### config.mk
export PLATFORM = sky130hd
export DESIGN_NAME = barometric_pressure_compensation_top
export DESIGN_NICKNAME = d
export VERILOG_FILES = /design/src/rtl/core/bpc_pkg.sv /design/src/rtl/core/bpc_div.sv /design/src/rtl/core/bpc_front.sv /design/src/rtl/core/bpc_back.sv /design/src/rtl/core/barometric_pressure_compensation_top.sv
export SDC_FILE = /design/constraint.sdc
export NUM_CORES = 2
export LEC_CHECK = 0
export BUFFER_PORTS_ARGS = -buffer_cell sky130_fd_sc_hd__clkbuf_2
export CAP_MARGIN = 20
export CORE_ASPECT_RATIO = 0.7
export CORE_UTILIZATION = 59
export DETAILED_ROUTE_END_ITERATION = 10
export HOLD_SLACK_MARGIN = 0.1
export PLACE_DENSITY_LB_ADDON = 0.3
export SETUP_SLACK_MARGIN = 0.05
export SLEW_MARGIN = 20
export SYNTH_ARGS = -nofsm -noshare
export SYNTH_HDL_FRONTEND = slang
export SYNTH_SLANG_ARGS = --single-unit
### constraint.sdc
create_clock -name clk -period 11.6 [get_ports clk]
set_clock_uncertainty 0.05 [all_clocks]
set_input_delay 1.74 -clock clk [delete_from_list [all_inputs] [get_ports clk]]
set_output_delay 1.74 -clock clk [all_outputs]
set_load 0.01 [all_outputs]
### src/rtl/core/bpc_pkg.sv
// ----------------------------------------------------------------------------
// bpc_pkg
// Shared types and constants for the pressure compensation block.
// ----------------------------------------------------------------------------
package bpc_pkg;

	localparam int NUM_REGS = 6;
	localparam logic [2:0] REG_AC1_AC2 = 3'd0;
	localparam logic [2:0] REG_AC3_AC4 = 3'd1;
	localparam logic [2:0] REG_AC5_AC6 = 3'd2;
	localparam logic [2:0] REG_B1_B2   = 3'd3;
	localparam logic [2:0] REG_MC_MD   = 3'd4;
	localparam logic [2:0] REG_OSS     = 3'd5;

	// one queued item between front and back
	typedef struct packed {
		logic [15:0] raw_temp;
		logic [23:0] raw_press;
	} bpc_item_t;

	typedef struct packed {
		logic [15:0] temp_deci_c;
		logic [31:0] press_pa;
		logic        div_error;
	} bpc_result_t;

	// coefficient set as seen by the datapath
	typedef struct packed {
		logic [31:0] ac1_ac2;
		logic [31:0] ac3_ac4;
		logic [31:0] ac5_ac6;
		logic [31:0] b1_b2;
		logic [31:0] mc_md;
		logic [1:0]  oss;
	} bpc_coef_t;

endpackage

### src/rtl/core/bpc_div.sv
// ----------------------------------------------------------------------------
// bpc_div
// Unsigned 32/32 restoring divider, one quotient bit per cycle.
// ----------------------------------------------------------------------------
module bpc_div import bpc_pkg::*; (
	input  logic        clk,
	input  logic        arst_n,
	input  logic        start,
	input  logic [31:0] dividend,
	input  logic [31:0] divisor,
	output logic        done,
	output logic [31:0] quotient
);

	logic [31:0] rem_q;
	logic [31:0] quo_q;
	logic [31:0] dsr_q;
	logic [5:0]  cnt_q;
	logic        busy_q;
	logic [32:0] trial;
	logic [32:0] shifted;

	assign shifted = {rem_q, quo_q[31]};
	assign trial   = shifted - {1'b0, dsr_q};

	always_ff @(posedge clk or negedge arst_n) begin
		if (!arst_n) begin
			busy_q <= 1'b0;
			cnt_q  <= '0;
			done   <= 1'b0;
		end else begin
			done <= 1'b0;
			if (start) begin
				busy_q <= 1'b1;
				cnt_q  <= 6'd0;
			end else if (busy_q) begin
				cnt_q <= cnt_q + 6'd1;
				if (cnt_q == 6'd31) begin
					busy_q <= 1'b0;
					done   <= 1'b1;
				end
			end
		end
	end

	always_ff @(posedge clk) begin
		if (start) begin
			rem_q <= '0;
			quo_q <= dividend;
			dsr_q <= divisor;
		end else if (busy_q) begin
			if (!trial[32]) begin
				rem_q <= trial[31:0];
				quo_q <= {quo_q[30:0], 1'b1};
			end else begin
				rem_q <= shifted[31:0];
				quo_q <= {quo_q[30:0], 1'b0};
			end
		end
	end

	assign quotient = quo_q;

endmodule

### src/rtl/core/bpc_front.sv
// ----------------------------------------------------------------------------
// bpc_front
// Input side: accepts items and holds them in a two-entry queue.
// ----------------------------------------------------------------------------
module bpc_front import bpc_pkg::*; (
	input  logic      clk,
	input  logic      arst_n,
	input  logic      in_valid,
	output logic      in_ready,
	input  bpc_item_t in_item,
	output logic      q_valid,
	input  logic      q_pop,
	output bpc_item_t q_item
);

	bpc_item_t  mem_q [2];
	logic       wp_q, rp_q;
	logic [1:0] cnt_q;
	logic       push;

	assign in_ready = (cnt_q != 2'd2);
	assign push     = in_valid && in_ready;
	assign q_valid  = (cnt_q != 2'd0);
	assign q_item   = mem_q[rp_q];

	always_ff @(posedge clk or negedge arst_n) begin
		if (!arst_n) begin
			wp_q  <= 1'b0;
			rp_q  <= 1'b0;
			cnt_q <= '0;
		end else begin
			if (push) wp_q <= ~wp_q;
			if (q_pop) rp_q <= ~rp_q;
			cnt_q <= cnt_q + {1'b0, push} - {1'b0, q_pop};
		end
	end

	always_ff @(posedge clk) begin
		if (push) mem_q[wp_q] <= in_item;
	end

	ap_no_pop_empty: assert property (@(posedge clk) disable iff (!arst_n)
		q_pop |-> q_valid) else $error("pop from empty queue");
	ap_cnt_max: assert property (@(posedge clk) disable iff (!arst_n)
		cnt_q != 2'd3) else $error("queue count overflow");
	ap_full_stall: assert property (@(posedge clk) disable iff (!arst_n)
		(cnt_q == 2'd2) |-> !in_ready) else $error("accept when full");

endmodule

### src/rtl/core/bpc_back.sv
// ----------------------------------------------------------------------------
// bpc_back
// Compensation sequencer: at most one multiply per step, shared divider.
// ----------------------------------------------------------------------------
module bpc_back import bpc_pkg::*; (
	input  logic        clk,
	input  logic        arst_n,
	input  bpc_coef_t   coef,
	input  logic        q_valid,
	output logic        q_pop,
	input  bpc_item_t   q_item,
	output logic        res_valid,
	input  logic        res_ready,
	output bpc_result_t res
);

	localparam logic [4:0] S_IDLE = 5'd0,  S_X1T = 5'd1,  S_DEN = 5'd2,
		S_SDIV = 5'd3, S_WDIV = 5'd4, S_B5 = 5'd5,  S_SQ = 5'd6,
		S_X1B2 = 5'd7, S_AC2 = 5'd8,  S_B3 = 5'd9,  S_AC3 = 5'd10,
		S_B1 = 5'd11,  S_B4 = 5'd12,  S_B4C = 5'd13, S_B7 = 5'd14,
		S_PDIV = 5'd15, S_PW = 5'd16, S_P1 = 5'd17, S_P2 = 5'd18,
		S_P3 = 5'd19,  S_P4 = 5'd20,  S_OUT = 5'd21;

	logic [4:0]  st_q;
	logic [31:0] x1_q, x2_q, b5_q, b6_q, sq_q, b3_q, b4_q, b7_q, p_q;
	logic [15:0] ut_q;
	logic [23:0] up_q;
	logic        neg_q, b7hi_q;
	logic [15:0] rt_q;
	logic [31:0] rp_q;
	logic        re_q;
	logic        div_start;
	logic [31:0] div_a, div_b, div_quo;
	logic        div_done;
	logic        out_full_q;
	logic        out_load;

	logic signed [31:0] ac1, ac2, ac3, b1, b2, mc, md;
	logic [15:0] ac4, ac5, ac6;
	assign ac1 = 32'(signed'(coef.ac1_ac2[31:16]));
	assign ac2 = 32'(signed'(coef.ac1_ac2[15:0]));
	assign ac3 = 32'(signed'(coef.ac3_ac4[31:16]));
	assign ac4 = coef.ac3_ac4[15:0];
	assign ac5 = coef.ac5_ac6[31:16];
	assign ac6 = coef.ac5_ac6[15:0];
	assign b1  = 32'(signed'(coef.b1_b2[31:16]));
	assign b2  = 32'(signed'(coef.b1_b2[15:0]));
	assign mc  = 32'(signed'(coef.mc_md[31:16]));
	assign md  = 32'(signed'(coef.mc_md[15:0]));

	logic signed [31:0] t_raw, mcs, den, b3s, x3s, psh, pr;
	logic [31:0] x1sum, b6_next, b4m, p_mag;
	logic [31:0] mul_a, mul_b, mul_p;
	logic [15:0] sat;
	assign den  = signed'(x1_q) + md;
	assign mcs  = mc <<< 11;
	// signed division by magnitude; sign fixed afterward
	assign x1sum = signed'(x1_q) + signed'(x2_q);
	assign b6_next = x1sum - 32'd4000;
	assign t_raw = (signed'(b5_q) + 32'sd8) >>> 4;
	assign sat = (t_raw > 32'sd32767) ? 16'h7fff :
		(t_raw < -32'sd32768) ? 16'h8000 : t_raw[15:0];
	assign b3s = (((ac1 <<< 2) + signed'(x1_q) + signed'(x2_q)) <<< coef.oss) + 32'sd2;
	assign x3s = (signed'(x1_q) + signed'(x2_q) + 32'sd2) >>> 2;
	assign b4m = x3s + 32'd32768;
	assign p_mag = b7hi_q ? {div_quo[30:0], 1'b0} : div_quo;
	assign psh = signed'(p_mag) >>> 8;
	assign pr = ((signed'(x1_q) + signed'(x2_q) + 32'sd3791) >>> 4) + signed'(p_q);

	// single shared multiplier, low 32 bits only
	always_comb begin
		mul_a = '0;
		mul_b = '0;
		unique case (st_q)
			S_X1T: begin
				mul_a = 32'(ut_q) - 32'(ac6);
				mul_b = 32'(ac5);
			end
			S_SQ: begin
				mul_a = b6_next;
				mul_b = b6_next;
			end
			S_X1B2: begin
				mul_a = sq_q;
				mul_b = b2;
			end
			S_AC2: begin
				mul_a = ac2;
				mul_b = b6_q;
			end
			S_AC3: begin
				mul_a = ac3;
				mul_b = b6_q;
			end
			S_B1: begin
				mul_a = sq_q;
				mul_b = b1;
			end
			S_B4: begin
				mul_a = b4m;
				mul_b = 32'(ac4);
			end
			S_B7: begin
				mul_a = 32'(up_q) - b3_q;
				mul_b = 32'd50000 >> coef.oss;
			end
			S_P1: begin
				mul_a = psh;
				mul_b = psh;
			end
			S_P2: begin
				mul_a = x1_q;
				mul_b = 32'd3038;
			end
			S_P3: begin
				mul_a = -32'sd7357;
				mul_b = p_q;
			end
			default: ;
		endcase
	end
	assign mul_p = mul_a * mul_b;

	bpc_div u_div (
		.clk(clk), .arst_n(arst_n), .start(div_start),
		.dividend(div_a), .divisor(div_b), .done(div_done), .quotient(div_quo)
	);

	// divider operands per phase
	always_comb begin
		div_start = 1'b0;
		div_a = '0;
		div_b = '0;
		if (st_q == S_SDIV) begin
			div_start = 1'b1;
			div_a = mcs[31] ? 32'(-mcs) : mcs;
			div_b = x2_q[31] ? 32'(-signed'(x2_q)) : x2_q;
		end else if (st_q == S_PDIV) begin
			div_start = 1'b1;
			div_a = b7hi_q ? b7_q : {b7_q[30:0], 1'b0};
			div_b = b4_q;
		end
	end

	assign q_pop = (st_q == S_IDLE) && q_valid;
	assign res_valid = out_full_q;
	assign out_load = (st_q == S_OUT) && (!out_full_q || res_ready);

	always_ff @(posedge clk or negedge arst_n) begin
		if (!arst_n) begin
			st_q <= S_IDLE;
			out_full_q <= 1'b0;
		end else begin
			if (out_load)
				out_full_q <= 1'b1;
			else if (res_ready)
				out_full_q <= 1'b0;
			unique case (st_q)
				S_IDLE:  if (q_valid) st_q <= S_X1T;
				S_X1T:   st_q <= S_DEN;
				S_DEN:   st_q <= (den == '0) ? S_OUT : S_SDIV;
				S_SDIV:  st_q <= S_WDIV;
				S_WDIV:  if (div_done) st_q <= S_B5;
				S_B5:    st_q <= S_SQ;
				S_SQ:    st_q <= S_X1B2;
				S_X1B2:  st_q <= S_AC2;
				S_AC2:   st_q <= S_B3;
				S_B3:    st_q <= S_AC3;
				S_AC3:   st_q <= S_B1;
				S_B1:    st_q <= S_B4;
				S_B4:    st_q <= S_B4C;
				S_B4C:   st_q <= (b4_q == '0) ? S_OUT : S_B7;
				S_B7:    st_q <= S_PDIV;
				S_PDIV:  st_q <= S_PW;
				S_PW:    if (div_done) st_q <= S_P1;
				S_P1:    st_q <= S_P2;
				S_P2:    st_q <= S_P3;
				S_P3:    st_q <= S_P4;
				S_P4:    st_q <= S_OUT;
				S_OUT:   if (out_load) st_q <= S_IDLE;
				default: st_q <= S_IDLE;
			endcase
		end
	end

	always_ff @(posedge clk) begin
		case (st_q)
			S_IDLE: begin
				ut_q <= q_item.raw_temp;
				up_q <= q_item.raw_press;
				// zero results with error unless the item completes
				re_q <= 1'b1;
				rt_q <= '0;
				rp_q <= '0;
			end
			S_X1T: x1_q <= signed'(mul_p) >>> 15;
			S_DEN: begin
				x2_q  <= den;
				neg_q <= mcs[31] ^ den[31];
			end
			S_B5: x2_q <= neg_q ? 32'(-signed'(div_quo)) : div_quo;
			S_SQ: begin
				b5_q <= x1sum;
				b6_q <= b6_next;
				sq_q <= signed'(mul_p) >>> 12;
			end
			S_X1B2: x1_q <= signed'(mul_p) >>> 11;
			S_AC2:  x2_q <= signed'(mul_p) >>> 11;
			S_B3:   b3_q <= b3s / 32'sd4;
			S_AC3:  x1_q <= signed'(mul_p) >>> 13;
			S_B1:   x2_q <= signed'(mul_p) >>> 16;
			S_B4:   b4_q <= {15'd0, mul_p[31:15]};
			S_B7: begin
				b7_q <= mul_p;
				b7hi_q <= mul_p[31];
			end
			S_P1: begin
				p_q <= p_mag;
				x1_q <= mul_p;
			end
			S_P2: x1_q <= signed'(mul_p) >>> 16;
			S_P3: x2_q <= signed'(mul_p) >>> 16;
			S_P4: begin
				re_q <= 1'b0;
				rt_q <= sat;
				rp_q <= pr;
			end
			S_OUT: if (out_load) res <= {rt_q, rp_q, re_q};
			default: ;
		endcase
	end

	ap_div_done: assert property (@(posedge clk) disable iff (!arst_n)
		div_done |-> (st_q == S_WDIV || st_q == S_PW)) else $error("stray done");
	ap_pop_idle: assert property (@(posedge clk) disable iff (!arst_n)
		q_pop |=> st_q == S_X1T) else $error("pop without start");
	ap_out_hold: assert property (@(posedge clk) disable iff (!arst_n)
		(res_valid && !res_ready) |=> res_valid) else $error("result dropped");
	ap_res_stable: assert property (@(posedge clk) disable iff (!arst_n)
		(res_valid && !res_ready) |=> $stable(res)) else $error("result changed");

endmodule

### src/rtl/core/barometric_pressure_compensation_top.sv
// ----------------------------------------------------------------------------
// barometric_pressure_compensation_top
// Integer temperature and pressure compensation with stream ports.
// ----------------------------------------------------------------------------
// An item occupies the sequencer through two waits on the shared 32-step
// divider (temperature and pressure divisions) and 20 further steps with at
// most one multiply each. The sequencer takes one item at a time: it pops the
// next item only after the last result is loaded into the result register. A
// two-entry input queue and the result register let both sides stall
// independently. Coefficients are written through the cfg port; the user must
// write them only while the block is idle, as the block does not enforce it.
module barometric_pressure_compensation_top import bpc_pkg::*; (
	input  logic        clk,
	input  logic        arst_n,
	input  logic        s_tvalid,
	output logic        s_tready,
	input  logic [39:0] s_tdata,  // raw_temp[15:0], raw_press[39:16]
	output logic        m_tvalid,
	input  logic        m_tready,
	output logic [47:0] m_tdata,  // temp_deci_c[15:0], press_pa[47:16]
	output logic        m_tuser,  // div_error
	input  logic        cfg_we,
	input  logic [2:0]  cfg_addr,
	input  logic [31:0] cfg_wdata
);

	bpc_coef_t   coef_q;
	bpc_item_t   in_item, q_item;
	bpc_result_t res;
	logic        q_valid, q_pop;

	always_ff @(posedge clk or negedge arst_n) begin
		if (!arst_n) begin
			coef_q <= '0;
		end else if (cfg_we) begin
			unique case (cfg_addr)
				REG_AC1_AC2: coef_q.ac1_ac2 <= cfg_wdata;
				REG_AC3_AC4: coef_q.ac3_ac4 <= cfg_wdata;
				REG_AC5_AC6: coef_q.ac5_ac6 <= cfg_wdata;
				REG_B1_B2:   coef_q.b1_b2 <= cfg_wdata;
				REG_MC_MD:   coef_q.mc_md <= cfg_wdata;
				REG_OSS:     coef_q.oss <= cfg_wdata[1:0];
				default: ;
			endcase
		end
	end

	assign in_item.raw_temp  = s_tdata[15:0];
	assign in_item.raw_press = s_tdata[39:16];

	bpc_front u_front (
		.clk(clk), .arst_n(arst_n), .in_valid(s_tvalid), .in_ready(s_tready),
		.in_item(in_item), .q_valid(q_valid), .q_pop(q_pop), .q_item(q_item)
	);

	bpc_back u_back (
		.clk(clk), .arst_n(arst_n), .coef(coef_q), .q_valid(q_valid), .q_pop(q_pop),
		.q_item(q_item), .res_valid(m_tvalid), .res_ready(m_tready), .res(res)
	);

	assign m_tdata = {res.press_pa, res.temp_deci_c};
	assign m_tuser = res.div_error;

endmodule
[After elaboration in Yosys (flattened, before gate mapping)]
Memories as Yosys holds them, arrays and structs flattened. A register that Yosys moved wholly into a read port is not among the register bits.
Cells that the tools add are included.
Storage, ports and cells
  word-level logic and storage cells: 168
  output and inout bits: 51
  memory bits (writable): 80
  memories: 1
  input bits: 80
  flip-flop bits (word level): 637
Operators by class
  equal/unequal tests: 32
  mux-type cells: 43
  bitwise gates (word level): 4
  $mul: 1
  $lt $le $gt $ge: 2
  reduce and logical (&&, ||, !) cells: 27
  shifts and indexed selects: 2
  add/subtract/negate cells: 21
Memory list
  u_front.mem_q: words 2, width 40, read ports 1, clocked after memory_dff 1, write ports 1, line bpc_front.sv:16  | bpc_item_t mem_q [2];
Operators by type and width (number)
  $pmux 32 s10: 2
  $mux 32: 11
  $pmux 32 s5: 1
  $pmux 32 s4: 1
  $pmux 5 s22: 1
  $add 32x3->32 const B: 2
  $add 32x32->32: 2
  $logic_not 32->1: 2
  $neg 32->32: 2
  $pmux 32 s2: 1
  $eq 5x4->1 const B: 8
  $sub 33x32->33: 1
  $add 18x32->32: 1
  $add 28x32->32: 1
  $add 32x1->32: 1
  $add 32x13->32 const B: 1
  $add 32x16->32: 1
  $add 32x5->32 const B: 1
  $mul 32x32->32: 1
  $mux 16: 2
  $neg 27->32: 1
  $pmux 16 s2: 1
  $shr 16x2->32 const A: 1
  $sshl 32x2->32: 1
  other kinds (38): 85

[Logic depth before layout (Yosys ltp)]
  depth after elaboration: 7
  mapped depth: 52
  depth with buffers taken out: 51

[By module]
Synthesis repeated with hierarchy kept, for this count alone.
Unflattened totals
  cells, all modules: 6407
  area total of the unflattened synthesis: 63737.4 sq um
Modules (own cells, without submodules)
  bpc_back: sequential area each 12011.5 sq um, cells each 5331, instances 1, area an instance 48124.9 sq um
  barometric_pressure_compensation_top: sequential area each 4053.9 sq um, cells each 348, instances 1, area an instance 6394.9 sq um
  bpc_div: sequential area each 2762.6 sq um, cells each 586, instances 1, area an instance 5963.2 sq um
  bpc_front: sequential area each 2502.4 sq um, cells each 142, instances 1, area an instance 3254.4 sq um

[Worst setup path after synthesis]
OpenSTA, ideal clock, no wires.
  kind: reg2reg
  start point: register u_back.st_q[3]
  end point: register u_back.x2_q[21] (data pin)
  cell stages (with the launch flop): 40
  slack: -1129 ps
  required time: 11279 ps
  library setup time: 271 ps
  clock period less this slack: 12729 ps
  buffers on the path: 6
  arrival: 12408 ps
  path through: dfrtp_1 clkbuf_1 nor2b_1 nand2_1 inv_1 buf_2 buf_1 buf_1 a22oi_1 o211ai_1 clkbuf_1 nand2_1 fa_1 inv_1 fa_1 inv_1 fa_1 inv_1 (+4 left out) fa_1 fa_1 inv_1 fa_1 xnor2_1 xnor2_1 xnor2_1 xnor2_1 xnor2_1 xnor2_1 xnor3_1 xnor3_1 xnor3_1 xnor3_1 xnor3_2 o21ai_2 buf_6 o221ai_2
On the way
  longest elaborated chain between the ends: 5
  elaborated cells between the ends (all ways): 20
  those cells by class: mul: 1; eq/ne: 13; mux: 3; reduce/logical: 3
RTL lines
  from (decl): line bpc_back.sv:24  | logic [4:0] st_q;
  from (signal assigned): line bpc_back.sv:161  | S_DEN: st_q <= (den == '0) ? S_OUT : S_SDIV;
  from (signal assigned): line bpc_back.sv:172  | S_B4C: st_q <= (b4_q == '0) ? S_OUT : S_B7;
  $eq 5x3->1 / $eq 5x4->1 (equally long branches): line bpc_back.sv:74  | unique case (st_q)
  $reduce_or 2->1 (no source line)
  $pmux 32 s10: line bpc_back.sv:74
  $mul 32x32->32 (*): line bpc_back.sv:122  | assign mul_p = mul_a * mul_b;
  named net u_back.mul_p[31]: line bpc_back.sv:53  | logic [31:0] mul_a, mul_b, mul_p;
  $pmux 32 s4 (*): line bpc_back.sv:187  | case (st_q)
  to (signal assigned): line bpc_back.sv:198  | x2_q <= den;
  to (signal assigned): line bpc_back.sv:201  | S_B5: x2_q <= neg_q ? 32'(-signed'(div_quo)) : div_quo;
  to (signal assigned): line bpc_back.sv:208  | S_AC2: x2_q <= signed'(mul_p) >>> 11;
  to (decl): line bpc_back.sv:25  | logic [31:0] x1_q, x2_q, b5_q, b6_q, sq_q, b3_q, b4_q, b7_q, p_q;
Mark *: on every way through the listed nets, which the timed path passes. The rest lies on a longest branch.
A chain may end at the register's enable or synchronous reset.

[Worst setup path in the final report]
  start point: register u_back.x2_q[0]
  end point: register u_back.x1_q[25] (data pin)
On the way
  elaborated cells between the ends (all ways): 8
  those cells by class: add/sub: 4; mul: 1; mux: 3
RTL lines
  $add 32x32->32 (*): line bpc_back.sv:58  | assign x1sum = signed'(x1_q) + signed'(x2_q);
  $sub 32x12->32 (*): line bpc_back.sv:59  | assign b6_next = x1sum - 32'd4000;
  named net u_back.b6_next[22]: line bpc_back.sv:52  | logic [31:0] x1sum, b6_next, b4m, p_mag;
  $pmux 32 s10: line bpc_back.sv:74
  $mul 32x32->32 (*): line bpc_back.sv:122
  named net u_back.mul_p[31]: line bpc_back.sv:53
  $pmux 32 s5 (*): line bpc_back.sv:187
  to (signal assigned): line bpc_back.sv:196  | S_X1T: x1_q <= signed'(mul_p) >>> 15;
  to (signal assigned): line bpc_back.sv:207  | S_X1B2: x1_q <= signed'(mul_p) >>> 11;
  to (signal assigned): line bpc_back.sv:210  | S_AC3: x1_q <= signed'(mul_p) >>> 13;
  to (decl): line bpc_back.sv:25
Mark *: on every way through the listed nets, which the timed path passes. The rest lies on a longest branch. The select of a mux whose other input is x is not followed.

==> impl_table.tex <==
\begin{tabular}{lr}
\hline
Metric & Value \\
\hline
\multicolumn{2}{l}{\textbf{Worst setup path}} \\
\quad Most Frequent Cell on Critical Path & sky130\_fd\_sc\_hd\_\_fa\_1 \\
\quad Max stage delay on crit path & 630 ps \\
\quad Crit. End Element & flop \\
\quad Category of the worst setup path launch point & flop \\
\quad Critical-path cell with the highest stage delay & sky130\_fd\_sc\_hd\_\_fa\_2 \\
\quad Critical path arrival & between 10,000 and 15,000 ps \\
\quad Crit Reg-Reg Startpoint & u\_back.x2\_q[0]\$\_DFFE\_PP\_ \\
\quad Count of cells along the worst register-to-register path & 48 \\
\quad Data required time of the critical path & 11,960 ps \\
\quad Critical R2R Capture & u\_back.x1\_q[25]\$\_DFFE\_PP\_ \\
\quad Type of the worst setup path & reg2reg \\
\quad Flop2flop setup slack & -390 ps \\
\quad CP max FO & 7 \\
\multicolumn{2}{l}{\textbf{CTS}} \\
\quad CTS H-Tree Depth & 3 \\
\quad Insertion delay to the later sink of the worst-skew pair & 690 ps \\
\quad Inserted Clock Buffers & 76 \\
\quad Number of sinks handled by clock tree synthesis & 751 \\
\quad Library cell used as clock root buffer & sky130\_fd\_sc\_hd\_\_clkbuf\_16 \\
\quad Clock transition at the registers of the reported paths & 70 ps \\
\quad CTS tree & done \\
\quad Max Root-Sink Buffers & 3 \\
\multicolumn{2}{l}{\textbf{Drt}} \\
\quad Total Wirelength & 258,000 um \\
\quad Iter 0 DRT Violations & 8,345 \\
\quad Via total after detailed routing & 55,900 \\
\quad Final routed wire length divided by cell count & between 30 and 40 um \\
\quad Initial DRT Pass Iterations & 8 \\
\quad Via-per-instance ratio & around 6.5 \\
\quad Remaining DRCs & 0 \\
\quad Post-detailed-route count of antenna-violating nets & 0 \\
\multicolumn{2}{l}{\textbf{Yosys}} \\
\quad Biggest area consumer among synthesized cells & sky130\_fd\_sc\_hd\_\_edfxtp\_1 \\
\quad Warnings from Yosys & 0 \\
\quad EDFF count, synth & 539 \\
\quad Syn Inst Count & 6,280 \\
\quad Synthesized netlist net count & 7,143 \\
\quad Synthesized area per cell & 9.93 um2 \\
\quad Number of distinct standard cells referenced by the synthesized netlist & 108 \\
\quad Leading post-synthesis cells by cell area & sky130\_fd\_sc\_hd\_\_edfxtp\_1, sky130\_fd\_sc\_hd\_\_fa\_1, sky130\_fd\_sc\_hd\_\_dfrtp\_1 \\
\quad Total of flip-flops plus latches after synthesis & 751 \\
\quad Sequential element share of the synthesized area & 34.2\% \\
\quad Synthesized area & 62,400 um2 \\
\quad Area share of the leading cell type in the synthesized netlist & 25.9\% \\
\quad Prevailing post-synth register cell & sky130\_fd\_sc\_hd\_\_edfxtp\_1 \\
\quad FFs w/ async S/R, synth & approximately a quarter \\
\multicolumn{2}{l}{\textbf{Layout}} \\
\quad Area Growth Syn to Fin & 20.4\% \\
\quad Final Util & 71.9\% \\
\quad Ratio of cells with drive above 1 in the final layout & 23.2\% \\
\quad Most used cells in the layout excluding fill and tap cells & sky130\_fd\_sc\_hd\_\_buf\_4, sky130\_fd\_sc\_hd\_\_inv\_1, sky130\_fd\_sc\_hd\_\_nand2\_1 \\
\quad Leading cell type in the layout, fill and taps excluded & sky130\_fd\_sc\_hd\_\_buf\_4 \\
\quad Number of nets in the layout & 7,991 \\
\multicolumn{2}{l}{\textbf{Floorplanning}} \\
\quad Starting density of the core & 59.7\% \\
\quad Die area & between 100,000 and 150,000 um2 \\
\quad Height of the die & 274 um \\
\quad Placeable core area & around 100,000 um2 \\
\quad Count of pins on the block boundary & 131 \\
\quad Die Span X & 391 um \\
\quad Number of placement rows & 99 \\
\multicolumn{2}{l}{\textbf{STA}} \\
\quad Pins Over Slew Limit & 0 \\
\quad Least setup slack across all paths after layout & -387 ps \\
\quad Final Setup Violations & 43 \\
\quad Max Clock Freq & 0.0834 GHz \\
\quad Remaining max-slew budget at the tightest pin & 12.3\% \\
\quad Final min period & $\sim$12,000 ps \\
\quad Worst Hold Slack & around 360 ps \\
\quad Final critical-path share of the clock period & 103\% \\
\quad Slew at the pin closest to its max-slew limit & around 1300 ps \\
\quad Number of endpoints with negative hold slack in the final report & 0 \\
\quad RSZ-0062 raised after global routing & yes \\
\multicolumn{2}{l}{\textbf{Hold path}} \\
\quad Min-Delay Startpoint & u\_back.rp\_q[30]\$\_SDFFCE\_PN0P\_ \\
\quad Worst hold-check path type & reg2reg \\
\quad Terminating pin of the worst hold path & u\_back.res[31]\$\_DFFE\_PP\_ \\
\quad Hold path cells & 0 \\
\multicolumn{2}{l}{\textbf{GRT}} \\
\quad Antenna violations before repair & 15 \\
\quad Overall track demand over capacity in global routing & 47.7\% \\
\quad Number of global-route vias before repair & 52,500 \\
\quad Wire length of the first global-routing pass & 363,000 um \\
\quad Total overflow reported by the global router & 0 \\
\quad Maximum number of pins on one net before global-route repair & 100 \\
\multicolumn{2}{l}{\textbf{Placement}} \\
\quad Number of input and output port buffers inserted & 130 \\
\quad Placed wire-length estimate after detailed placement & just over 200,000 um \\
\quad Final weighted congestion in routability-driven placement & 1.10 \\
\multicolumn{2}{l}{\textbf{Run}} \\
\quad Number of maximum-capacitance violations & 0 \\
\multicolumn{2}{l}{\textbf{Outcome}} \\
\quad Result of the run & finished with violations \\
\quad Failing checks & negative setup slack \\
\hline
\end{tabular}
[through the flow]
stage               instance area (um2)  worst slack (ps)  std cells  TNS [ps]
floorplan                         62500              62.5       6280         0
global placement                  70900              -927       8407    -31770
detailed placement                70900             -1160       8407    -42370
CTS                               74100              -211       8573     -3900
global route                      75100              -696       8604    -24780
finish                            75100              -387       8615    -11520
[area by class of cell]
class	instances	area [um2]
multi-input cells	4536	38600
repair buffers	1018	8010
inverters	745	2810
flip-flops and latches	751	21300
diodes	11	27.5
well taps	1414	1770
clock inverters	50	532
clock buffers	90	2030
fillers	7793	29400
[critical path: cells and delay by family, from the launching register on]
kind / cells / cell delay (ps)
buffers and inverters: 12 / 1240
AO/OA/AOI/OAI: 13 / 2490
flip-flops: 1 / 370
adder cells (fa/ha/maj): 11 / 5010
AND/OR/NAND/NOR: 8 / 1630
XOR/XNOR: 4 / 850
[worst max path at each step]
stage,to,from,cells past startpoint,slack (ps)
final,u_back.x1_q[25]$_DFFE_PP_,u_back.x2_q[0]$_DFFE_PP_,48,-390
after CTS,u_back.x1_q[15]$_DFFE_PP_,u_back.x1_q[0]$_DFFE_PP_,47,-210
after floorplan,u_back.x2_q[21]$_DFFE_PP_,u_back.x2_q[0]$_DFFE_PP_,45,60
after detailed placement,u_back.x1_q[30]$_DFFE_PP_,u_back.x2_q[1]$_DFFE_PP_,46,-1160
after global routing,u_back.x1_q[15]$_DFFE_PP_,u_back.x2_q[0]$_DFFE_PP_,51,-700
after global placement,u_back.x1_q[15]$_DFFE_PP_,u_back.x1_q[0]$_DFFE_PP_,47,-930
[cells by family after synthesis]
family	after synthesis	share of synthesized area (%)
compound gates	1174	12.8
xor+xnor	466	6.83
flops	751	34.2
buf+inv	993	6.05
mux	307	5.48
simple gates	1806	13.6
fa+ha+maj	783	21.0
[per-layer routing]
metal	GRT usage, %	routed length (um)	up-vias
met5	2.48	564	-
met4	16.9	11800	30
met3	27.1	48500	727
met2	60.1	95200	4363
met1	66.9	102000	27300
li1	-	-	23500
[cells in the mapped netlist, drive strengths merged, types with 20 or more instances]
cell type and count:
nand2b 53, a31oi 24, o21ai 269, a21boi 20
fa 444, o31ai 37, clkbuf 203, dfrtp 180
o221ai 33, a221oi 39, or2 38, nor2b 43
nand4 43, o21bai 30, o211ai 47, a211oi 30
o21a 38, a22oi 44, xor2 182, a221o 25
nor2 401, xnor2 275, and3 36, nand2 708
mux2i 84, ha 339, dfxtp 32, nand3 107
mux2 217, or4 24, a21o 61, or3 46
a21oi 287, nor3 116, inv 741, nor4 34
buf 45, edfxtp 539, and2 96, a222oi 34
[flip-flops by register name, indices dropped and copies added (netlist names), 5 cells and up]
name,cells
u_back.x2_q,32
u_back.p_q,32
coef_q,162
u_back.u_div.rem_q,32
u_back.u_div.quotient,32
u_back.b5_q,27
u_back.b3_q,32
u_back.rp_q,32
u_back.res,49
u_front.mem_q,80
u_back.b6_q,32
u_back.b4_q,17
u_back.rt_q,16
u_back.u_div.cnt_q,6
u_back.st_q,5
u_back.x1_q,32
u_back.ut_q,16
u_back.b7_q,31
u_back.u_div.dsr_q,32
u_back.sq_q,20
u_back.up_q,24
[repair_timing]
action | CTS | global route
gates resized for setup | 103 | 158
setup endpoints to repair | 56 | 71
pin swaps | 66 | 86
hold buffers | 0 | 0
setup buffers | 26 | 30
Power is left out: the tool's default activity adds up to more than one toggle a clock period on the data nets, which glitch-free logic cannot reach.
